<file path="config.mk">
export PLATFORM = sky130hd
export DESIGN_NAME = letter_digit_run_tokenizer_unit_flat
export DESIGN_NICKNAME = d
export VERILOG_FILES = /design/src/design/ldrt_pkg.sv /design/src/design/ldrt_chr_if.sv /design/src/design/ldrt_tok_if.sv /design/src/design/ldrt_run.sv /design/src/design/letter_digit_run_tokenizer_unit.sv /design/src/flat_wrapper.sv
export SDC_FILE = /design/constraint.sdc
export NUM_CORES = 1
export LEC_CHECK = 0
export BUFFER_PORTS_ARGS = -buffer_cell sky130_fd_sc_hd__buf_2
export CAP_MARGIN = 25
export CORE_MARGIN = 1
export CORE_UTILIZATION = 50
export CTS_BUF_LIST = sky130_fd_sc_hd__clkbuf_8
export CTS_CLUSTER_SIZE = 16
export DETAILED_ROUTE_END_ITERATION = 10
export HOLD_SLACK_MARGIN = 0.08
export PLACE_DENSITY = 0.76
export SYNTH_ARGS = -nofsm -noshare
export SYNTH_HDL_FRONTEND = slang
export SYNTH_HIERARCHICAL = 1
export SYNTH_SLANG_ARGS = --single-unit
</file>
<file path="constraint.sdc">
create_clock -name clk -period 17.5 [get_ports clk]
set_input_delay 2.625 -clock clk [delete_from_list [all_inputs] [get_ports clk]]
set_output_delay 2.625 -clock clk [all_outputs]
set_load 0.05 [all_outputs]
</file>
<file path="src/design/ldrt_pkg.sv">
`timescale 1ns / 1ps
`default_nettype none

package ldrt_pkg;

    // field widths
    localparam int CLASS_W  = 2;
    localparam int CODE_W   = 21;
    localparam int INDEX_W  = 12;
    localparam int BYTE_W   = 16;
    localparam int OFFSET_W = 32;

    // number of run trackers, also the most tokens one character can produce
    localparam int NUM_RUNS = 3;

    typedef enum logic [CLASS_W-1:0] {
        CLS_USELESS = 2'd0,
        CLS_ENGLISH = 2'd1,
        CLS_DIGIT   = 2'd2,
        CLS_OTHER   = 2'd3
    } class_t;

    typedef enum logic [1:0] {
        KIND_NONE    = 2'd0,
        KIND_ENGLISH = 2'd1,
        KIND_DIGIT   = 2'd2,
        KIND_MIXED   = 2'd3
    } kind_t;

    typedef enum logic [0:0] {
        CMD_CHAR  = 1'b0,
        CMD_CLEAR = 1'b1
    } cmd_t;

    // joiner characters
    localparam logic [CODE_W-1:0] CH_HASH  = 21'h23;
    localparam logic [CODE_W-1:0] CH_AMP   = 21'h26;
    localparam logic [CODE_W-1:0] CH_PLUS  = 21'h2B;
    localparam logic [CODE_W-1:0] CH_COMMA = 21'h2C;
    localparam logic [CODE_W-1:0] CH_MINUS = 21'h2D;
    localparam logic [CODE_W-1:0] CH_DOT   = 21'h2E;
    localparam logic [CODE_W-1:0] CH_AT    = 21'h40;
    localparam logic [CODE_W-1:0] CH_UNDER = 21'h5F;

    typedef struct packed {
        logic [0:0]          command;
        logic [CLASS_W-1:0]  char_class;
        logic [CODE_W-1:0]   char_code;
        logic [INDEX_W-1:0]  char_index;
        logic [BYTE_W-1:0]   byte_start_pos;
        logic [BYTE_W-1:0]   byte_next_pos;
        logic                buffer_end;
        logic [OFFSET_W-1:0] buffer_offset;
    } chr_t;

    typedef struct packed {
        logic [INDEX_W-1:0] first_index;
        logic [INDEX_W-1:0] last_index;
        logic [BYTE_W-1:0]  byte_begin;
        logic [BYTE_W-1:0]  byte_length;
    } tok_t;

    // tracker control for one step
    typedef struct packed {
        logic step;
        logic clear;
        logic member;
        logic join_hold;
        logic join_ext;
        logic buf_end;
    } run_ctl_t;

endpackage

`default_nettype wire

</file>
<file path="src/design/ldrt_chr_if.sv">
`timescale 1ns / 1ps
`default_nettype none

interface ldrt_chr_if;
    logic                           valid;
    logic                           ready;
    logic [0:0]                     command;
    logic [ldrt_pkg::CLASS_W-1:0]   char_class;
    logic [ldrt_pkg::CODE_W-1:0]    char_code;
    logic [ldrt_pkg::INDEX_W-1:0]   char_index;
    logic [ldrt_pkg::BYTE_W-1:0]    byte_start_pos;
    logic [ldrt_pkg::BYTE_W-1:0]    byte_next_pos;
    logic                           buffer_end;
    logic [ldrt_pkg::OFFSET_W-1:0]  buffer_offset;

    modport source (
        output valid, command, char_class, char_code, char_index,
               byte_start_pos, byte_next_pos, buffer_end, buffer_offset,
        input  ready
    );
    modport sink (
        input  valid, command, char_class, char_code, char_index,
               byte_start_pos, byte_next_pos, buffer_end, buffer_offset,
        output ready
    );
endinterface

`default_nettype wire

</file>
<file path="src/design/ldrt_tok_if.sv">
`timescale 1ns / 1ps
`default_nettype none

interface ldrt_tok_if;
    logic                           valid;
    logic                           ready;
    logic [1:0]                     token_kind;
    logic [ldrt_pkg::OFFSET_W-1:0]  token_offset;
    logic [ldrt_pkg::BYTE_W-1:0]    token_byte_begin;
    logic [ldrt_pkg::BYTE_W-1:0]    token_byte_length;
    logic [ldrt_pkg::INDEX_W-1:0]   token_first_index;
    logic [ldrt_pkg::INDEX_W-1:0]   token_last_index;
    logic                           busy_res;
    logic                           last;

    modport source (
        output valid, token_kind, token_offset, token_byte_begin, token_byte_length,
               token_first_index, token_last_index, busy_res, last,
        input  ready
    );
    modport sink (
        input  valid, token_kind, token_offset, token_byte_begin, token_byte_length,
               token_first_index, token_last_index, busy_res, last,
        output ready
    );
endinterface

`default_nettype wire

</file>
<file path="src/design/ldrt_run.sv">
`timescale 1ns / 1ps
`default_nettype none

module ldrt_run (
    input  wire logic                         clk,
    input  wire logic                         rst_n,
    input  wire ldrt_pkg::run_ctl_t           ctl,
    input  wire logic [ldrt_pkg::INDEX_W-1:0] idx,
    input  wire logic [ldrt_pkg::BYTE_W-1:0]  byte_begin,
    input  wire logic [ldrt_pkg::BYTE_W-1:0]  byte_next,
    output      logic                         emit,
    output      ldrt_pkg::tok_t               tok,
    output      logic                         open_after
);

    logic                         open_reg;
    logic [ldrt_pkg::INDEX_W-1:0] first_reg;
    logic [ldrt_pkg::INDEX_W-1:0] last_reg;
    logic [ldrt_pkg::BYTE_W-1:0]  fb_reg;
    logic [ldrt_pkg::BYTE_W-1:0]  eb_reg;

    logic                         open_mid;
    logic                         ending;
    logic [ldrt_pkg::INDEX_W-1:0] first_next;
    logic [ldrt_pkg::INDEX_W-1:0] last_next;
    logic [ldrt_pkg::BYTE_W-1:0]  fb_next;
    logic [ldrt_pkg::BYTE_W-1:0]  eb_next;

    always_comb
    begin
        open_mid   = open_reg;
        ending     = 1'b0;
        first_next = first_reg;
        last_next  = last_reg;
        fb_next    = fb_reg;
        eb_next    = eb_reg;
        if (!open_reg)
        begin
            if (ctl.member)
            begin
                open_mid   = 1'b1;
                first_next = idx;
                last_next  = idx;
                fb_next    = byte_begin;
                eb_next    = byte_next;
            end
        end
        else if (ctl.member || ctl.join_ext)
        begin
            last_next = idx;
            eb_next   = byte_next;
        end
        else if (!ctl.join_hold)
        begin
            // run broken: token from the stored run
            ending   = 1'b1;
            open_mid = 1'b0;
        end

        emit       = ending || (ctl.buf_end && open_mid);
        open_after = !ctl.clear && open_mid && !ctl.buf_end;

        if (ending)
        begin
            tok.first_index = first_reg;
            tok.last_index  = last_reg;
            tok.byte_begin  = fb_reg;
            tok.byte_length = eb_reg - fb_reg;
        end
        else
        begin
            tok.first_index = first_next;
            tok.last_index  = last_next;
            tok.byte_begin  = fb_next;
            tok.byte_length = eb_next - fb_next;
        end
    end

    always_ff @(posedge clk or negedge rst_n)
    begin
        if (!rst_n)
        begin
            open_reg <= 1'b0;
        end
        else if (ctl.step)
        begin
            open_reg <= open_after;
        end
    end

    always_ff @(posedge clk)
    begin
        if (ctl.step && !ctl.clear)
        begin
            first_reg <= first_next;
            last_reg  <= last_next;
            fb_reg    <= fb_next;
            eb_reg    <= eb_next;
        end
    end

endmodule

`default_nettype wire

</file>
<file path="src/design/letter_digit_run_tokenizer_unit.sv">
`timescale 1ns / 1ps
`default_nettype none

// channel  dir  kind      payload
// chr      in   request   command, char_class, char_code, char_index,
//                         byte_start_pos, byte_next_pos, buffer_end, buffer_offset
// tok      out  request   token_kind, token_offset, token_byte_begin,
//                         token_byte_length, token_first_index, token_last_index,
//                         busy_res, last
//
// each character is held in the input register, then the three run
// trackers update in one pass and load a token group into the result register
// the group drains one token per cycle while tok is not stalled, so a character
// that produces a single result sustains one character per cycle
// async active-low reset closes all runs and empties both registers
// a stall on tok holds the group; chr is still taken while the input register
// is free or moves on in the same cycle

module letter_digit_run_tokenizer_unit (
    input  wire logic   clk,
    input  wire logic   rst_n,
    ldrt_chr_if.sink    chr,
    ldrt_tok_if.source  tok
);

    localparam int N = ldrt_pkg::NUM_RUNS;

    // input register
    logic           s1_valid_reg;
    logic           s1_valid_next;
    ldrt_pkg::chr_t s1_reg;

    // result register: one slot per tracker plus a pending mask
    logic                           grp_valid_reg;
    logic                           grp_valid_next;
    logic [N-1:0]                   grp_mask_reg;
    logic [N-1:0]                   grp_mask_next;
    ldrt_pkg::tok_t                 grp_tok_reg [N];
    logic [ldrt_pkg::OFFSET_W-1:0]  grp_offset_reg;
    logic                           grp_busy_reg;

    logic   chr_take;
    logic   tok_take;
    logic   out_last;
    logic   grp_free;
    logic   s1_move;
    logic   is_clear;
    logic   is_useless;
    logic   num_join;
    logic   let_join;
    logic   busy_after;

    logic [N-1:0]   low_bit;
    logic [N-1:0]   emit;
    logic [N-1:0]   open_after;
    ldrt_pkg::tok_t run_tok [N];
    ldrt_pkg::run_ctl_t run_ctl [N];

    // --- handshake ---
    // lowest pending slot is shown first; it is the last one when no other bit
    // remains (an empty mask is the single "none" result)
    assign low_bit  = grp_mask_reg & (~grp_mask_reg + N'(1));
    assign out_last = (grp_mask_reg & ~low_bit) == '0;
    assign tok_take = tok.valid && tok.ready;
    assign grp_free = !grp_valid_reg || (tok.ready && out_last);
    assign s1_move  = s1_valid_reg && grp_free;
    assign chr.ready = !s1_valid_reg || grp_free;
    assign chr_take = chr.valid && chr.ready;

    always_comb
    begin
        s1_valid_next = s1_valid_reg;
        if (chr_take)
        begin
            s1_valid_next = 1'b1;
        end
        else if (s1_move)
        begin
            s1_valid_next = 1'b0;
        end
    end

    always_ff @(posedge clk or negedge rst_n)
    begin
        if (!rst_n)
        begin
            s1_valid_reg <= 1'b0;
        end
        else
        begin
            s1_valid_reg <= s1_valid_next;
        end
    end

    always_ff @(posedge clk)
    begin
        if (chr_take)
        begin
            s1_reg.command        <= chr.command;
            s1_reg.char_class     <= chr.char_class;
            s1_reg.char_code      <= chr.char_code;
            s1_reg.char_index     <= chr.char_index;
            s1_reg.byte_start_pos <= chr.byte_start_pos;
            s1_reg.byte_next_pos  <= chr.byte_next_pos;
            s1_reg.buffer_end     <= chr.buffer_end;
            s1_reg.buffer_offset  <= chr.buffer_offset;
        end
    end

    // --- character classification ---
    // full-width compares against ascii codes also rule out code points >= 128
    assign is_clear   = s1_reg.command == ldrt_pkg::CMD_CLEAR;
    assign is_useless = s1_reg.char_class == ldrt_pkg::CLS_USELESS;
    assign num_join   = is_useless &&
                        (s1_reg.char_code == ldrt_pkg::CH_COMMA ||
                         s1_reg.char_code == ldrt_pkg::CH_DOT);
    assign let_join   = is_useless &&
                        (s1_reg.char_code == ldrt_pkg::CH_HASH  ||
                         s1_reg.char_code == ldrt_pkg::CH_AMP   ||
                         s1_reg.char_code == ldrt_pkg::CH_PLUS  ||
                         s1_reg.char_code == ldrt_pkg::CH_MINUS ||
                         s1_reg.char_code == ldrt_pkg::CH_DOT   ||
                         s1_reg.char_code == ldrt_pkg::CH_AT    ||
                         s1_reg.char_code == ldrt_pkg::CH_UNDER);

    always_comb
    begin
        for (int i = 0; i < N; i++)
        begin
            run_ctl[i].step    = s1_move;
            run_ctl[i].clear   = is_clear;
            run_ctl[i].buf_end = s1_reg.buffer_end;
        end
        // english letters: no joiners
        run_ctl[0].member    = s1_reg.char_class == ldrt_pkg::CLS_ENGLISH;
        run_ctl[0].join_hold = 1'b0;
        run_ctl[0].join_ext  = 1'b0;
        // digits: comma and dot keep the run but not its end
        run_ctl[1].member    = s1_reg.char_class == ldrt_pkg::CLS_DIGIT;
        run_ctl[1].join_hold = num_join;
        run_ctl[1].join_ext  = 1'b0;
        // mixed: joiners become part of the token
        run_ctl[2].member    = s1_reg.char_class == ldrt_pkg::CLS_ENGLISH ||
                               s1_reg.char_class == ldrt_pkg::CLS_DIGIT;
        run_ctl[2].join_hold = 1'b0;
        run_ctl[2].join_ext  = let_join;
    end

    // --- run trackers, in emission order ---
    for (genvar g = 0; g < N; g++)
    begin : g_run
        ldrt_run u_run (
            .clk        (clk),
            .rst_n      (rst_n),
            .ctl        (run_ctl[g]),
            .idx        (s1_reg.char_index),
            .byte_begin (s1_reg.byte_start_pos),
            .byte_next  (s1_reg.byte_next_pos),
            .emit       (emit[g]),
            .tok        (run_tok[g]),
            .open_after (open_after[g])
        );
    end

    assign busy_after = |open_after;

    // --- result register ---
    always_comb
    begin
        grp_valid_next = grp_valid_reg;
        grp_mask_next  = grp_mask_reg;
        if (s1_move)
        begin
            grp_valid_next = 1'b1;
            grp_mask_next  = is_clear ? '0 : emit;
        end
        else if (tok_take)
        begin
            grp_valid_next = !out_last;
            grp_mask_next  = grp_mask_reg & ~low_bit;
        end
    end

    always_ff @(posedge clk or negedge rst_n)
    begin
        if (!rst_n)
        begin
            grp_valid_reg <= 1'b0;
            grp_mask_reg  <= '0;
        end
        else
        begin
            grp_valid_reg <= grp_valid_next;
            grp_mask_reg  <= grp_mask_next;
        end
    end

    always_ff @(posedge clk)
    begin
        if (s1_move)
        begin
            for (int i = 0; i < N; i++)
            begin
                grp_tok_reg[i] <= run_tok[i];
            end
            grp_offset_reg <= s1_reg.buffer_offset;
            grp_busy_reg   <= busy_after;
        end
    end

    // --- output select ---
    always_comb
    begin
        tok.valid             = grp_valid_reg;
        tok.busy_res          = grp_busy_reg;
        tok.last              = out_last;
        tok.token_kind        = ldrt_pkg::KIND_NONE;
        tok.token_offset      = '0;
        tok.token_byte_begin  = '0;
        tok.token_byte_length = '0;
        tok.token_first_index = '0;
        tok.token_last_index  = '0;
        case (low_bit)
            3'b001:
            begin
                tok.token_kind        = ldrt_pkg::KIND_ENGLISH;
                tok.token_offset      = grp_offset_reg;
                tok.token_byte_begin  = grp_tok_reg[0].byte_begin;
                tok.token_byte_length = grp_tok_reg[0].byte_length;
                tok.token_first_index = grp_tok_reg[0].first_index;
                tok.token_last_index  = grp_tok_reg[0].last_index;
            end
            3'b010:
            begin
                tok.token_kind        = ldrt_pkg::KIND_DIGIT;
                tok.token_offset      = grp_offset_reg;
                tok.token_byte_begin  = grp_tok_reg[1].byte_begin;
                tok.token_byte_length = grp_tok_reg[1].byte_length;
                tok.token_first_index = grp_tok_reg[1].first_index;
                tok.token_last_index  = grp_tok_reg[1].last_index;
            end
            3'b100:
            begin
                tok.token_kind        = ldrt_pkg::KIND_MIXED;
                tok.token_offset      = grp_offset_reg;
                tok.token_byte_begin  = grp_tok_reg[2].byte_begin;
                tok.token_byte_length = grp_tok_reg[2].byte_length;
                tok.token_first_index = grp_tok_reg[2].first_index;
                tok.token_last_index  = grp_tok_reg[2].last_index;
            end
            default:
            begin
                // empty group: the single result of kind none
                tok.token_kind = ldrt_pkg::KIND_NONE;
            end
        endcase
    end

endmodule

`default_nettype wire
</file>
<file path="src/flat_wrapper.sv">
// flat-port wrapper written by rule: the top's interface ports become plain ports
module letter_digit_run_tokenizer_unit_flat 
  (clk, rst_n, chr_valid, chr_command, chr_char_class, chr_char_code, chr_char_index, chr_byte_start_pos, chr_byte_next_pos, chr_buffer_end, chr_buffer_offset, chr_ready, tok_valid, tok_token_kind, tok_token_offset, tok_token_byte_begin, tok_token_byte_length, tok_token_first_index, tok_token_last_index, tok_busy_res, tok_last, tok_ready);
  ldrt_chr_if chr_i ();
  ldrt_tok_if tok_i ();
  input  wire logic clk;
  input  wire logic rst_n;
  input wire logic [$bits(chr_i.valid)-1:0] chr_valid;
  input wire logic [$bits(chr_i.command)-1:0] chr_command;
  input wire logic [$bits(chr_i.char_class)-1:0] chr_char_class;
  input wire logic [$bits(chr_i.char_code)-1:0] chr_char_code;
  input wire logic [$bits(chr_i.char_index)-1:0] chr_char_index;
  input wire logic [$bits(chr_i.byte_start_pos)-1:0] chr_byte_start_pos;
  input wire logic [$bits(chr_i.byte_next_pos)-1:0] chr_byte_next_pos;
  input wire logic [$bits(chr_i.buffer_end)-1:0] chr_buffer_end;
  input wire logic [$bits(chr_i.buffer_offset)-1:0] chr_buffer_offset;
  output wire logic [$bits(chr_i.ready)-1:0] chr_ready;
  output wire logic [$bits(tok_i.valid)-1:0] tok_valid;
  output wire logic [$bits(tok_i.token_kind)-1:0] tok_token_kind;
  output wire logic [$bits(tok_i.token_offset)-1:0] tok_token_offset;
  output wire logic [$bits(tok_i.token_byte_begin)-1:0] tok_token_byte_begin;
  output wire logic [$bits(tok_i.token_byte_length)-1:0] tok_token_byte_length;
  output wire logic [$bits(tok_i.token_first_index)-1:0] tok_token_first_index;
  output wire logic [$bits(tok_i.token_last_index)-1:0] tok_token_last_index;
  output wire logic [$bits(tok_i.busy_res)-1:0] tok_busy_res;
  output wire logic [$bits(tok_i.last)-1:0] tok_last;
  input wire logic [$bits(tok_i.ready)-1:0] tok_ready;
  assign chr_i.valid = chr_valid;
  assign chr_i.command = chr_command;
  assign chr_i.char_class = chr_char_class;
  assign chr_i.char_code = chr_char_code;
  assign chr_i.char_index = chr_char_index;
  assign chr_i.byte_start_pos = chr_byte_start_pos;
  assign chr_i.byte_next_pos = chr_byte_next_pos;
  assign chr_i.buffer_end = chr_buffer_end;
  assign chr_i.buffer_offset = chr_buffer_offset;
  assign chr_ready = chr_i.ready;
  assign tok_valid = tok_i.valid;
  assign tok_token_kind = tok_i.token_kind;
  assign tok_token_offset = tok_i.token_offset;
  assign tok_token_byte_begin = tok_i.token_byte_begin;
  assign tok_token_byte_length = tok_i.token_byte_length;
  assign tok_token_first_index = tok_i.token_first_index;
  assign tok_token_last_index = tok_i.token_last_index;
  assign tok_busy_res = tok_i.busy_res;
  assign tok_last = tok_i.last;
  assign tok_i.ready = tok_ready;
  letter_digit_run_tokenizer_unit u_core (.clk(clk), .rst_n(rst_n), .chr(chr_i), .tok(tok_i));
endmodule
</file>
==> flow_summary.toml <==
[clock_network]
cts_tree = "done"
cts_hold_buf = 0
numCtsBuffers = 78
ctsRootBufferMaster = "clkbuf_8"
ctsHtreeMaxLevel = 3
path_clk_slew_ns = 0.06
cts_resized = 0
cts_setup_buffers = 0
cts_num_sinks = 478
cts_buffer_depth = 3
clk_latency_ns = 0.67

[synth]
synth_top_area_cell = "edfxtp_1"
synth-seq-area-share_pct = 59.1
synthTopCellsByCount = "edfxtp_1, mux2_2, o21ai_0, inv_1, nand2_1"
yosysMostFrequentCell = "edfxtp_1"
ys_async_sr_fraction_pct = 1.67
synth_area_per_cell_um2 = 12.9
synth_cell_types = 82
synthCells = 1877
synth_ff_type = "edfxtp_1"
synth_top_area_share_pct = 58.2
synth_area_leaders = "edfxtp_1, mux2_2, ha_1, o21ai_0, a21oi_1"
synth-seq-cells = 478
synth_warnings = 6
netlist_area_mm2 = 0.0242
synth_edf_count = 470

[run_status]
status = "complete, no violations"

[setup_path]
worst_setup_path_end_kind = "primary output"
worstPathCellList = "buf_2 > a31oi_2 > nand2_1 > buf_2"
cpMaxStageDelayCell = "a31oi_2"
critPathMaxStageDelay_ns = 0.30
cp.required_ns = 14.88
crit_arrival_ns = 3.42
worst_setup_path_start_kind = "input pin"
path_common_cell = "buf_2"
path_class = "in -> out"
rr_worst_depth = 16
cp_max_fo = 6

[pwr]
leakage_nw = 10.4
powerDensity_mw_per_mm2 = 119
ir_worst_vdd_uv = 71.2

[die]
dieArea_mm2 = 0.0494
fp.coreArea_mm2 = 0.0477
start_util_pct = 50.8
die_x_um = 222
num_rows = 80
ios = 199
fp.dieH_um = 222

[cells_and_area]
synthToLayoutAreaGrowth_pct = 11.7
fin_nets = 2262
final_util_pct = 56.7
drive_above_1_share_pct = 26.9
largest_reg_flops = 168

[worst_hold_path]
hold_depth = 0
hold_path.class = "reg -> reg"

[grt]
gr-usage-all-layers_pct = 22.8
grt_pass1_wl_um = 86600
grt_antenna_before_repair = 3
grt_pass1_vias = 15424
grt_overflow = 0
grt_max_degree = 82

[routing]
met3_length_um = 5690
met1Wirelength_um = 25000
drcViolationCount = 0
drtIter0Drc = 1465
vias = 15589
ant_nets = 0
wl_met2_um = 24700
viasPerCell = 5.68
wl_per_cell_um = 20.6
firstDrtPassIters = 6
highest_layer = "met5"
wirelength_um = 56500

[sta]
worst_slew_pin_slew_ns = 1.10
fin_crit_sh_pct = 34.5
period_needed_ns = 6.05
maxSlewHeadroom_pct = 26.7
tns_ns = 0
fmax_mhz = 165
drv_slew = 0
rsz0062_at_grt = "false"
finalClockSkew_ns = 0.0446
finalSetupViolCount = 0
hold_viol = 0

[placed_design]
portBuffers = 198
hpwl_um = 39100
gp_congestion = 0.891

[flow_run]
cap_violations = 0
cells in the final DEF, fill, tap and decap left out, types with 80 or more instances in the layout:
cell,count
nor2_1,94
buf_2,198
nand2_1,112
inv_1,132
clkbuf_8,80
ha_1,87
a21oi_1,110
edfxtp_1,470
o21ai_0,114
mux2_2,195
worst max-delay path: cells and delay by family:
kind                   cells  cell delay [ns]
buffers and inverters      2             0.35
AO/OA/AOI/OAI              1             0.30
AND/OR/NAND/NOR            1             0.15
final timing paths:
| check | startpoint | end | slack [ns] |
|---|---|---|---|
| min reg2reg | u_core/s1_reg[26] | u_core/grp_offset_reg[26] | 0.41 |
| max | tok_ready | chr_ready | 11.45 |
| max reg2reg | u_core/s1_reg[98] | u_core/grp_tok_reg[0][121] | 12.37 |
| min in group asynchronous | rst_n | u_core/g_run[0].u_run/open_reg | 1.81 |
| max in group asynchronous | rst_n | u_core/g_run[2].u_run/open_reg | 15.49 |
| min | u_core/s1_reg[26] | u_core/grp_offset_reg[26] | 0.41 |
layout make-up:
type | count | area (µm²)
Fill cell | 3850 | 20700
Sequential cell | 478 | 14300
Multi-Input combinational cell | 1170 | 8930
Timing Repair Buffer | 218 | 1140
Clock buffer | 80 | 1100
Tap cell | 615 | 769
Inverter | 118 | 443
Clock inverter | 64 | 365
Antenna cell | 2 | 5.00
cell families (layout without fill, tap and decap cells):
logic type,count (synthesis),count (layout),synth area share (%)
other,1,10,0.0155
buffers and inverters,236,480,4.57
adder cells (fa/ha/maj),94,94,5.03
AND/OR/NAND/NOR,361,361,7.31
flip-flops,478,478,59.1
AO/OA/AOI/OAI,406,406,10.5
multiplexers,229,229,10.7
XOR/XNOR,72,72,2.73
power breakdown:
part	switching [W]	total, W	leakage [nW]	internal [W]
Clock	0.000449	0.000924	0.837	0.000475
Sequential	0.0000626	0.00149	4.56	0.00142
Combinational	0.000535	0.000808	5.03	0.000274
Total	0.00105	0.00322	10.4	0.00217
layer usage:
metal	vias to the layer above	global-route usage [%]
met1	7517	33.2
met2	663	34.0
met3	80	4.92
met5	-	0
met4	2	7.75
li1	7327	-
stage by stage:
step                      area, µm²  total power [W]  hold WS [ns]  cells  setup slack, ns
after floorplan               24300          0.00211         0.400   1884             2.46
after global placement        25600          0.00228         0.400   2599            11.49
after detailed placement      25600          0.00231         0.405   2599            11.47
after CTS                     27100          0.00324         0.413   2743            11.47
after global routing          27100          0.00336         0.425   2744            11.39
final                         27100          0.00322         0.415   2745            11.45
No activity file was read; power rests on OpenSTA's default activity.
